[config.mk]
export PLATFORM = sky130hd
export DESIGN_NAME = midi_track_event_parser_unit
export DESIGN_NICKNAME = d
export VERILOG_FILES = /design/src/rtl/mtep_pkg.sv /design/src/rtl/midi_track_event_parser_unit.sv
export SDC_FILE = /design/constraint.sdc
export NUM_CORES = 1
export LEC_CHECK = 0
export BUFFER_PORTS_ARGS = -buffer_cell sky130_fd_sc_hd__buf_4
export CORE_MARGIN = 8
export CORE_UTILIZATION = 45
export CTS_BUF_LIST = sky130_fd_sc_hd__clkbuf_2 sky130_fd_sc_hd__clkbuf_4 sky130_fd_sc_hd__clkbuf_8
export DETAILED_ROUTE_END_ITERATION = 8
export GPL_TIMING_DRIVEN = 0
export PLACE_DENSITY_LB_ADDON = 0.15
export SLEW_MARGIN = 10
export SYNTH_ARGS = -nofsm -noshare
export SYNTH_HDL_FRONTEND = slang
export SYNTH_SLANG_ARGS = --single-unit
export TNS_END_PERCENT = 10
[constraint.sdc]
create_clock -name i_clk -period 7.3 [get_ports i_clk]
set_input_delay 0 -clock i_clk [delete_from_list [all_inputs] [get_ports i_clk]]
set_output_delay 0 -clock i_clk [all_outputs]
set_load 0.02 [all_outputs]
[src/rtl/mtep_pkg.sv]
// ----------------------------------------------------------------------------
// mtep_pkg
// Shared types, constants and helpers for the MIDI track event parser.
// ----------------------------------------------------------------------------
package mtep_pkg;

    localparam int DeltaBytesDefault = 4;
    localparam int DeltaW            = 28;

    localparam logic [7:0] MetaMarker = 8'hFF;
    localparam logic [7:0] StatusBit  = 8'b1000_0000;
    localparam logic [7:0] SysNibble  = 8'hF0;

    // parse phases
    typedef enum logic [2:0] {
        PH_DELTA     = 3'd0,
        PH_STATUS    = 3'd1,
        PH_META_TYPE = 3'd2,
        PH_META_LEN  = 3'd3,
        PH_DATA      = 3'd4
    } t_phase;

    // event kinds
    typedef enum logic [1:0] {
        KIND_CHANNEL = 2'd0,
        KIND_SYSTEM  = 2'd1,
        KIND_META    = 2'd2
    } t_kind;

    typedef struct packed {
        logic [DeltaW-1:0] delta_time;
        t_kind             event_kind;
        logic [7:0]        event_code;
        logic [7:0]        data_byte;
        logic [7:0]        data_index;
        logic              has_data;
        logic              last;
        logic              delta_overflow;
    } t_result;

    // number of data bytes following a non-meta status
    function automatic logic [1:0] data_len_for(input logic [7:0] code);
        logic [1:0] len;
        len = 2'd2;
        if ((code & SysNibble) == SysNibble) begin
            case (code)
                8'hF2:   len = 2'd2;
                8'hF3:   len = 2'd1;
                default: len = 2'd0;
            endcase
        end else if (code[7:4] == 4'hC || code[7:4] == 4'hD) begin
            len = 2'd1;
        end
        return len;
    endfunction

    function automatic t_kind kind_of(input logic [7:0] code);
        return ((code & SysNibble) == SysNibble) ? KIND_SYSTEM : KIND_CHANNEL;
    endfunction

endpackage

[src/rtl/midi_track_event_parser_unit.sv]
// ----------------------------------------------------------------------------
// midi_track_event_parser_unit
// Splits a standard MIDI file track byte stream into events, one result per
// data byte, or one data-less result for an event with no data bytes.
// ----------------------------------------------------------------------------
// The block takes one track byte per cycle while the input is not stalled:
// every byte is a single phase update done between the parse state
// registers and the result register, so a byte can be accepted on each
// clock unless stalled. Each event starts with a variable-length delta time (seven
// bits per byte, MSB group first); then comes a meta event (0xFF, type,
// one-byte length), a status byte (which also becomes the running status),
// or a data byte that reuses the running status (zero after reset). One
// result transaction is produced per data byte; an event with no data
// bytes produces a single data-less result with o_last set. Results sit in
// one output register; the input stalls only when that register is full
// and the downstream side stalls. Results are registered and appear in the
// cycle after the byte that causes them. Delta bytes past DELTA_BYTES set o_delta_overflow
// for the whole event, and only the low 28 bits of the delta are kept. A
// data byte under a running status with no data (a system code) gives a
// data-less result and is then reused as the first delta byte of the next
// event.
module midi_track_event_parser_unit #(
    parameter int DELTA_BYTES = mtep_pkg::DeltaBytesDefault
) (
    input  logic                        i_clk,
    input  logic                        i_rst_n,
    // byte input channel
    input  logic                        i_in_valid,
    output logic                        o_in_stall,
    input  logic [7:0]                  i_byte_in,
    // result channel
    output logic                        o_out_valid,
    input  logic                        i_out_stall,
    output logic [mtep_pkg::DeltaW-1:0] o_delta_time,
    output logic [1:0]                  o_event_kind,
    output logic [7:0]                  o_event_code,
    output logic [7:0]                  o_data_byte,
    output logic [7:0]                  o_data_index,
    output logic                        o_has_data,
    output logic                        o_last,
    output logic                        o_delta_overflow
);
    import mtep_pkg::*;

    localparam int CntW = $clog2(DELTA_BYTES + 1);

    // parse state
    t_phase            r_phase,    n_phase;
    logic [DeltaW-1:0] r_acc,      n_acc;
    logic [CntW-1:0]   r_cnt,      n_cnt;
    logic              r_ovf,      n_ovf;
    logic [7:0]        r_rstat,    n_rstat;
    t_kind             r_kind,     n_kind;
    logic [7:0]        r_code,     n_code;
    logic [7:0]        r_rem,      n_rem;
    logic [7:0]        r_pos,      n_pos;

    // result register
    logic              r_out_valid;
    t_result           r_out;

    logic              accept;
    logic              out_take;
    logic              emit;
    t_result           emit_res;

    assign out_take   = r_out_valid && !i_out_stall;
    // input only waits when the result slot is full and not draining
    assign o_in_stall = r_out_valid && i_out_stall;
    assign accept     = i_in_valid && !o_in_stall;

    // one byte of parse work
    always_comb begin
        logic [7:0] b;
        logic [1:0] len;
        logic       do_data;
        logic [7:0] rem_cur;
        logic [7:0] pos_cur;
        logic [7:0] rem_dec;
        logic       end_evt;

        b        = i_byte_in;
        len      = 2'd0;
        do_data  = 1'b0;
        rem_cur  = r_rem;
        pos_cur  = r_pos;
        rem_dec  = 8'd0;
        end_evt  = 1'b0;
        emit     = 1'b0;
        emit_res = '0;

        n_phase  = r_phase;
        n_acc    = r_acc;
        n_cnt    = r_cnt;
        n_ovf    = r_ovf;
        n_rstat  = r_rstat;
        n_kind   = r_kind;
        n_code   = r_code;
        n_rem    = r_rem;
        n_pos    = r_pos;

        unique case (r_phase)
            PH_DELTA: begin
                if (r_cnt >= CntW'(DELTA_BYTES)) begin
                    n_ovf = 1'b1;
                end else begin
                    n_cnt = r_cnt + CntW'(1);
                end
                n_acc = {r_acc[DeltaW-8:0], b[6:0]};
                if ((b & StatusBit) == 8'd0) begin
                    n_phase = PH_STATUS;
                end
            end
            PH_STATUS: begin
                if (b == MetaMarker) begin
                    n_kind  = KIND_META;
                    n_phase = PH_META_TYPE;
                end else if ((b & StatusBit) != 8'd0) begin
                    n_rstat = b;
                    n_code  = b;
                    n_kind  = kind_of(b);
                    len     = data_len_for(b);
                    if (len == 2'd0) begin
                        emit    = 1'b1;
                        end_evt = 1'b1;
                    end else begin
                        n_rem   = {6'd0, len};
                        n_pos   = 8'd0;
                        n_phase = PH_DATA;
                    end
                end else begin
                    // data byte under running status
                    n_code = r_rstat;
                    n_kind = kind_of(r_rstat);
                    len    = data_len_for(r_rstat);
                    if (len == 2'd0) begin
                        emit    = 1'b1;
                        end_evt = 1'b1;
                    end else begin
                        do_data = 1'b1;
                        rem_cur = {6'd0, len};
                        pos_cur = 8'd0;
                    end
                end
            end
            PH_META_TYPE: begin
                n_code  = b;
                n_phase = PH_META_LEN;
            end
            PH_META_LEN: begin
                if (b == 8'd0) begin
                    emit    = 1'b1;
                    end_evt = 1'b1;
                end else begin
                    n_rem   = b;
                    n_pos   = 8'd0;
                    n_phase = PH_DATA;
                end
            end
            PH_DATA: begin
                do_data = 1'b1;
            end
            default: begin
                end_evt = 1'b1;
            end
        endcase

        if (do_data) begin
            rem_dec             = (rem_cur != 8'd0) ? rem_cur - 8'd1 : 8'd0;
            emit                = 1'b1;
            emit_res.has_data   = 1'b1;
            emit_res.data_byte  = b;
            emit_res.data_index = pos_cur;
            if (rem_dec == 8'd0) begin
                end_evt = 1'b1;
            end else begin
                n_rem   = rem_dec;
                n_pos   = pos_cur + 8'd1;
                n_phase = PH_DATA;
            end
        end

        emit_res.delta_time     = r_acc;
        emit_res.event_kind     = n_kind;
        emit_res.event_code     = n_code;
        emit_res.last           = end_evt;
        emit_res.delta_overflow = r_ovf;

        if (end_evt) begin
            n_phase = PH_DELTA;
            n_acc   = '0;
            n_cnt   = '0;
            n_ovf   = 1'b0;
            n_rem   = 8'd0;
            n_pos   = 8'd0;
            // system running status with no data: byte opens the next delta
            if (r_phase == PH_STATUS && !do_data && (b & StatusBit) == 8'd0) begin
                n_acc   = {{(DeltaW-7){1'b0}}, b[6:0]};
                n_cnt   = CntW'(1);
                n_phase = PH_STATUS;
            end
        end
    end

    always_ff @(posedge i_clk) begin
        if (!i_rst_n) begin
            r_phase <= PH_DELTA;
            r_acc   <= '0;
            r_cnt   <= '0;
            r_ovf   <= 1'b0;
            r_rstat <= 8'd0;
            r_kind  <= KIND_CHANNEL;
            r_code  <= 8'd0;
            r_rem   <= 8'd0;
            r_pos   <= 8'd0;
        end else if (accept) begin
            r_phase <= n_phase;
            r_acc   <= n_acc;
            r_cnt   <= n_cnt;
            r_ovf   <= n_ovf;
            r_rstat <= n_rstat;
            r_kind  <= n_kind;
            r_code  <= n_code;
            r_rem   <= n_rem;
            r_pos   <= n_pos;
        end
    end

    // result register: loads on a producing byte, empties when taken
    always_ff @(posedge i_clk) begin
        if (!i_rst_n) begin
            r_out_valid <= 1'b0;
        end else if (accept && emit) begin
            r_out_valid <= 1'b1;
        end else if (out_take) begin
            r_out_valid <= 1'b0;
        end
    end

    always_ff @(posedge i_clk) begin
        if (accept && emit) begin
            r_out <= emit_res;
        end
    end

    assign o_out_valid      = r_out_valid;
    assign o_delta_time     = r_out.delta_time;
    assign o_event_kind     = r_out.event_kind;
    assign o_event_code     = r_out.event_code;
    assign o_data_byte      = r_out.data_byte;
    assign o_data_index     = r_out.data_index;
    assign o_has_data       = r_out.has_data;
    assign o_last           = r_out.last;
    assign o_delta_overflow = r_out.delta_overflow;

`ifndef ASSERT_OFF
    // input is only held off by a pending result
    a_stall_cause: assert property (@(posedge i_clk) disable iff (!i_rst_n)
        o_in_stall |-> o_out_valid)
        else $error("input stalled with empty result register");

    // a data-less result always closes its event
    a_nodata_last: assert property (@(posedge i_clk) disable iff (!i_rst_n)
        (o_out_valid && !o_has_data) |-> o_last)
        else $error("data-less result not marked last");

    // data-less results carry zero data and index
    a_nodata_zero: assert property (@(posedge i_clk) disable iff (!i_rst_n)
        (o_out_valid && !o_has_data) |-> (o_data_byte == 8'd0 && o_data_index == 8'd0))
        else $error("data-less result with nonzero data fields");

    // an accepted producing byte always fills the result register
    a_accept_loads: assert property (@(posedge i_clk) disable iff (!i_rst_n)
        (i_in_valid && !o_in_stall && emit) |=> o_out_valid)
        else $error("producing byte did not fill result register");
`endif

endmodule
* After elaboration in Yosys (flattened, before gate mapping)
Index checks and enable logic that the tools add are counted.
** Storage, ports and cells
- Register bits after elaboration :: 127
- Output and inout port bits :: 59
- Word-level logic and storage cells :: 146
** Operators by class
- Multiplexer cells :: 81
- Magnitude comparators :: 1
- Equality and inequality tests :: 16
- Reductions and logical operators :: 26
- Bitwise gates (word level) :: 1
- Add/subtract/negate cells :: 3
** Operators by type and width (count)
- two-way mux 8 bit :: 25
- two-way mux 28 bit :: 2
- one-hot mux 8 bit (2 select lines) :: 3
- == test 8 bit, second input constant :: 5
- two-way mux 3 bit :: 11
- == test 4 bit, second input constant :: 6
- zero test 8 bit :: 3
- two-way mux 2 bit :: 12
- two-way mux 1 bit :: 21
- one-hot mux 3 bit (4 select lines) :: 1
- AND reduction 3 bit :: 3
- adder 8 x 1 -> 8 bit, second input constant :: 1
- one-hot mux 2 bit (2 select lines) :: 2
- nonzero test 8 bit :: 1
- subtractor 8 x 1 -> 8 bit, second input constant :: 1
- two-way mux 7 bit :: 1
- == test 3 x 2 -> 1 bit, second input constant :: 2
- logical AND 1 bit :: 6
- nonzero test 2 bit :: 3
- zero test 2 bit :: 2
- one-hot mux 1 bit (2 select lines) :: 2
- adder 3 x 1 -> 3 bit, second input constant :: 1
- == test 3 x 1 -> 1 bit, second input constant :: 1
- == test 3 bit, second input constant :: 1
- 9 further kinds :: 12

* Logic depth before layout (Yosys ltp)
- Word-level depth :: 19
- Gate-level depth with buffers :: 15
- Mapped depth without buffers :: 14

* Least setup slack after synthesis
Ideal clock, no wire load.
- Kind :: register to register
- From :: register r_phase[2]
- To :: register r_out (netlist bit o_data_byte[0]), enable pin
- Stages on the path, launching flop included :: 9
- Required time :: 6.827 ns
- Slack :: 2.736 ns
- Setup time :: 0.473 ns
- Clock period less this slack :: 4.564 ns
- Arrival :: 4.090 ns
- Buffers on the path :: 2
- Path through :: dfxtp_1 -> buf_2 -> nor4b_1 -> a21boi_0 -> clkbuf_1 -> a21oi_1 -> clkinv_1 -> nor2_1 -> nor2_1
** On the way
- Word-level cells in the longest chain between the ends :: 4
- Elaborated cells on any way between the ends :: 7
- Classes of those cells :: 3 x eq/ne; 3 x mux; 1 x reduce/logical
** Ends and longest elaborated chain
- start, declared :: line midi_track_event_parser_unit.sv:48 : t_phase r_phase, n_phase;
- start signal, assigned :: line midi_track_event_parser_unit.sv:217 : r_phase <= n_phase;
- == test 3 x 2 -> 1 bit, or another cell as far along :: line midi_track_event_parser_unit.sv:102 : unique case (r_phase)
- one-hot mux 1 bit (2 select lines) :: line midi_track_event_parser_unit.sv:102
- two-way mux 1 bit (*) :: line midi_track_event_parser_unit.sv:168 : if (do_data) begin
- logical AND 1 bit (*) :: line midi_track_event_parser_unit.sv:241 : if (accept && emit) begin
- end signal, assigned :: line midi_track_event_parser_unit.sv:242 : r_out <= emit_res;
- end, declared :: line midi_track_event_parser_unit.sv:60 : t_result r_out;
Every way passes the cells marked *; elsewhere a longest branch is shown, timed or not.
A chain may end at the register's enable or synchronous reset.

* Final worst setup path
- From :: register r_phase[0]
- To :: register r_acc[5]
** On the way
- Word-level cells in the longest chain between the ends :: 9
- Elaborated cells on any way between the ends :: 22
- Classes of those cells :: 1 x add/sub; 4 x eq/ne; 8 x mux; 9 x reduce/logical
** Ends and longest elaborated chain
- == test 3 x 1 -> 1 bit :: line midi_track_event_parser_unit.sv:102, midi_track_event_parser_unit.sv:197
- two-way mux 8 bit :: line midi_track_event_parser_unit.sv:102
- subtractor 8 x 1 -> 8 bit or nonzero test 8 bit (tied branches) :: line midi_track_event_parser_unit.sv:169 : rem_dec = (rem_cur != 8'd0) ? rem_cur - 8'd1 : 8'd0;
- two-way mux 8 bit :: line midi_track_event_parser_unit.sv:169
- zero test 8 bit :: line midi_track_event_parser_unit.sv:174 : if (rem_dec == 8'd0) begin
- two-way mux 1 bit :: line midi_track_event_parser_unit.sv:174
- two-way mux 1 bit :: line midi_track_event_parser_unit.sv:168
- nonzero test 2 bit (no source line)
- AND reduction 2 bit (no source line)
- end signal, assigned :: line midi_track_event_parser_unit.sv:218 : r_acc <= n_acc;
- end, declared :: line midi_track_event_parser_unit.sv:49 : logic [DeltaW-1:0] r_acc, n_acc;
Parallel ways exist; a longest one is shown, timed or not.

==> run summary <==
Status
• run status: completed

Floorplan
• Die Span Y: 126 um
• number of core rows: 40
• core region area: 12,000 um2
• die footprint: 16,000 um2
• I/O Pins: 71
• Initial Util: 0.458
• Die Wd: 126 um

Global route
• met1 track demand over resource: 0.234
• routing usage on met2: 0.277
• Overall Global Routing Usage: 0.177
• maximum number of pins on one net before global-route repair: 32
• first-pass GRT wire length: 22.7 mm
• number of antenna violations at the first check in global routing: 0
• total overflow reported by the global router: 0
• met3 usage: 0.0494
• via count of the first global-routing pass: 4,122
• GRT Max-Usage Layer: met2

Drt
• count of routing violations after the opening detailed-route iteration: 453
• via count: 4,389
• post-detailed-route wirelength per cell: 18.8 um
• DRT Pass-1 Iters: 6
• Remaining DRCs: 0
• Vias per Instance: 5.74
• final antenna-violating net count: 0
• Total Wirelength: 14.3 mm

Clock network
• TritonCTS clock tree: yes
• Root Driver: sky130_fd_sc_hd__clkbuf_8
• cts repair resizes: 0
• Clock transition at path regs: 70 ps
• H-tree lvl count: 4
• clock latency on the worst-skew pair: 420 ps
• Sinks on Clock Net: 127
• Inserted Clock Buffers: 17
• Bufs on Longest Clock Path: 2

Logic synthesis
• flip-flop and latch count after synthesis: 127
• Mapped Nets: 532
• post-synth cell types: 61
• count of mapped cells out of synthesis: 516
• Synth Area in Compound Gates: 0.198
• main combinational cell family by area after synthesis: compound AO/OA/AOI/OAI gates
• EDFF count, synth: 57
• cell area after synthesis: 5480 um2
• xor and xnor fraction of the mapped netlist area: 0.00320
• simple-gate portion of the synthesized area: 0.170
• sequential area share after synthesis: 0.568
• adder-cell share of the synthesized area: 0.00913
• share of synthesized registers carrying an async set or reset: 0
• primary flip-flop cell chosen by synthesis mapping: sky130_fd_sc_hd__dfxtp_1
• Syn. warnings: 0
• mean instance size in the synthesized netlist: 10.6 um2
• mux contribution to synthesized area: 0.0128

Timing
• normalized max-slew margin: 0.406
• number of slew-limit violations in the final report: 0
• RSZ-0062 raised after global routing: no
• total count of hold-check failures in the final report: 0
• count of final setup violators: 0
• worst clock skew on the final layout: 11.6 ps
• Tmin final: 4530 ps
• period utilization: 0.621
• sum of negative setup slack: 0 ps
• Peak Freq: 221 MHz
• hold_ws: 35.1 ps
• Worst-Margin Slew: 889 ps

Flow run
• number of max-capacitance violations reported: 0

Placed design
• number of buffer cells added on primary ports: 64
• placer's final routability congestion estimate: 0.909
• HPWL after detailed placement: 10.1 mm

Final layout
• area taken by flip-flops and latches: 3110 um2
• Antenna diodes: 0
• most common cell after layout, fill and taps aside: sky130_fd_sc_hd__dfxtp_1
• post-layout util: 0.552
• growth of design area from synthesis to finish: 20.4%
• proportion of layout cells with a drive suffix above 1: 0.182
• area occupied by multi-input gates: 2160 um2
• number of nets in the finished design: 620
• number of fill cells: 1,065
• most frequent cells in the layout: 70 x sky130_fd_sc_hd__dfxtp_1, 64 x sky130_fd_sc_hd__buf_4, 57 x sky130_fd_sc_hd__edfxtp_1

Critical path
• CP delay by family, top: compound AO/OA/AOI/OAI gates
• critical-path cell list: nor3b_1 -> o21ai_1 -> o41ai_1 -> and2_1 -> ha_1 -> clkbuf_1 -> nand3_1 -> a221o_1 -> a311oi_4 -> o221ai_2 -> and2_1 -> buf_2 -> a22o_1
• kind of launch point of the worst setup path: register
• largest stage delay on the critical path: 560 ps
• Arrival @ worst endpoint: 4840 ps
• most frequent cell on the critical path: sky130_fd_sc_hd__and2_1
• endpoint kind of the worst setup timing path: register
• crit-path max FO: 10
• required time at the endpoint of the critical path: 7600 ps
• critical path buffer and inverter count: 2
• category of the most critical setup path: register to register
• crit path max-delay cell type: sky130_fd_sc_hd__o41ai_1

Pwr
• IR Drop Worst-Case VDD: 0.111 mV
• Pwr per Cell Area: 254 nW/um2
• Leak: 2.59 nW

Hold path
• Hold WC Path Type: input port to register

==> area by class of cell <==
cell class,count,area share
buffer,35,0.0210
clock buffer,21,0.0428
clock inverter,11,0.0159
inverter,20,0.0114
multi-input combinational,334,0.327
sequential,127,0.472
tap,147,0.0279
timing repair buffer,69,0.0819
==> tightest hold or removal path, delay by kind of cell <==
family | cells | cell delay (ps)
AND/OR/NAND/NOR | 1 | 110
buffers and inverters | 2 | 190
AO/OA/AOI/OAI | 1 | 130
==> report_power, final <==
part	total, mW	switching [mW]	leakage [nW]	internal, mW
Clock	0.587	0.284	0.191	0.304
Combinational	0.284	0.182	1.29	0.103
Sequential	0.803	0.0222	1.11	0.781
==> cell families (layout without fill, tap and decap cells) <==
kind of cell	Yosys count	in the layout
AOI/OAI and AO/OA	142	142
xor gates and xnor gates	2	2
adders and majority gates	4	4
buffers and inverters	55	156
DFF	127	127
muxes	7	7
and+or+nand+nor	179	179
==> sequential cells by signal, summed over array words and instances (netlist names), 3 cells and up <==
name	count
r_cnt	3
r_phase	3
r_rem	8
r_pos	8
r_acc	28
o_data_index	8
o_data_byte	8
r_code	8
o_event_code	8
r_rstat	8
o_delta_time	28
==> stage by stage <==
stage | total power, mW | setup slack (ps) | area [um2] | std cells
floorplan | 1.01 | 2740 | 5480 | 516
global placement | 1.10 | 970 | 6140 | 727
detailed placement | 1.10 | 2850 | 6170 | 728
CTS | 1.68 | 2830 | 6600 | 764
global route | 1.74 | 2420 | 6600 | 764
finish | 1.67 | 2770 | 6600 | 764
==> per-layer routing <==
layer  vias to the layer above  share of wire
met5                         -              0
met1                      2118           0.47
met4                         0         0.0041
li1                       2104              -
met2                       163           0.46
met3                         4          0.070
==> path summary, 6_finish.rpt <==
kind | start | endpoint | slack, ps | cells past startpoint
max | r_phase[0] | r_acc[5] | 2770 | 13
min | i_out_stall | o_out_valid | 40 | 4
max reg2reg | r_phase[0] | r_acc[5] | 2770 | 13
min reg2reg | r_acc[24] | o_delta_time[24] | 430 | 0
==> synthesized netlist by cell type, types with 7 or more instances <==
cell	instances	area share
sky130_fd_sc_hd__a22oi_1	24	0.033
sky130_fd_sc_hd__a222oi_1	7	0.013
sky130_fd_sc_hd__mux2i_1	7	0.013
sky130_fd_sc_hd__a21oi_1	20	0.018
sky130_fd_sc_hd__clkbuf_1	27	0.018
sky130_fd_sc_hd__edfxtp_1	57	0.31
sky130_fd_sc_hd__o21ai_0	14	0.013
sky130_fd_sc_hd__nand3_1	9	0.0082
sky130_fd_sc_hd__a31oi_1	7	0.0080
sky130_fd_sc_hd__and2_1	12	0.014
sky130_fd_sc_hd__nand2_1	52	0.036
sky130_fd_sc_hd__a22o_1	12	0.019
sky130_fd_sc_hd__o21a_1	7	0.0096
sky130_fd_sc_hd__nor2b_1	33	0.038
sky130_fd_sc_hd__inv_1	19	0.013
sky130_fd_sc_hd__dfxtp_1	70	0.26
sky130_fd_sc_hd__o211a_1	8	0.015
sky130_fd_sc_hd__nor3_1	7	0.0064
sky130_fd_sc_hd__nor2_1	30	0.021
==> timing repair <==
item,4_1_cts,5_1_grt
hold buffers,4,0
endpoints found under the hold margin,8,0
buffers inserted,0,0
Power figures use the tool's default switching activity.
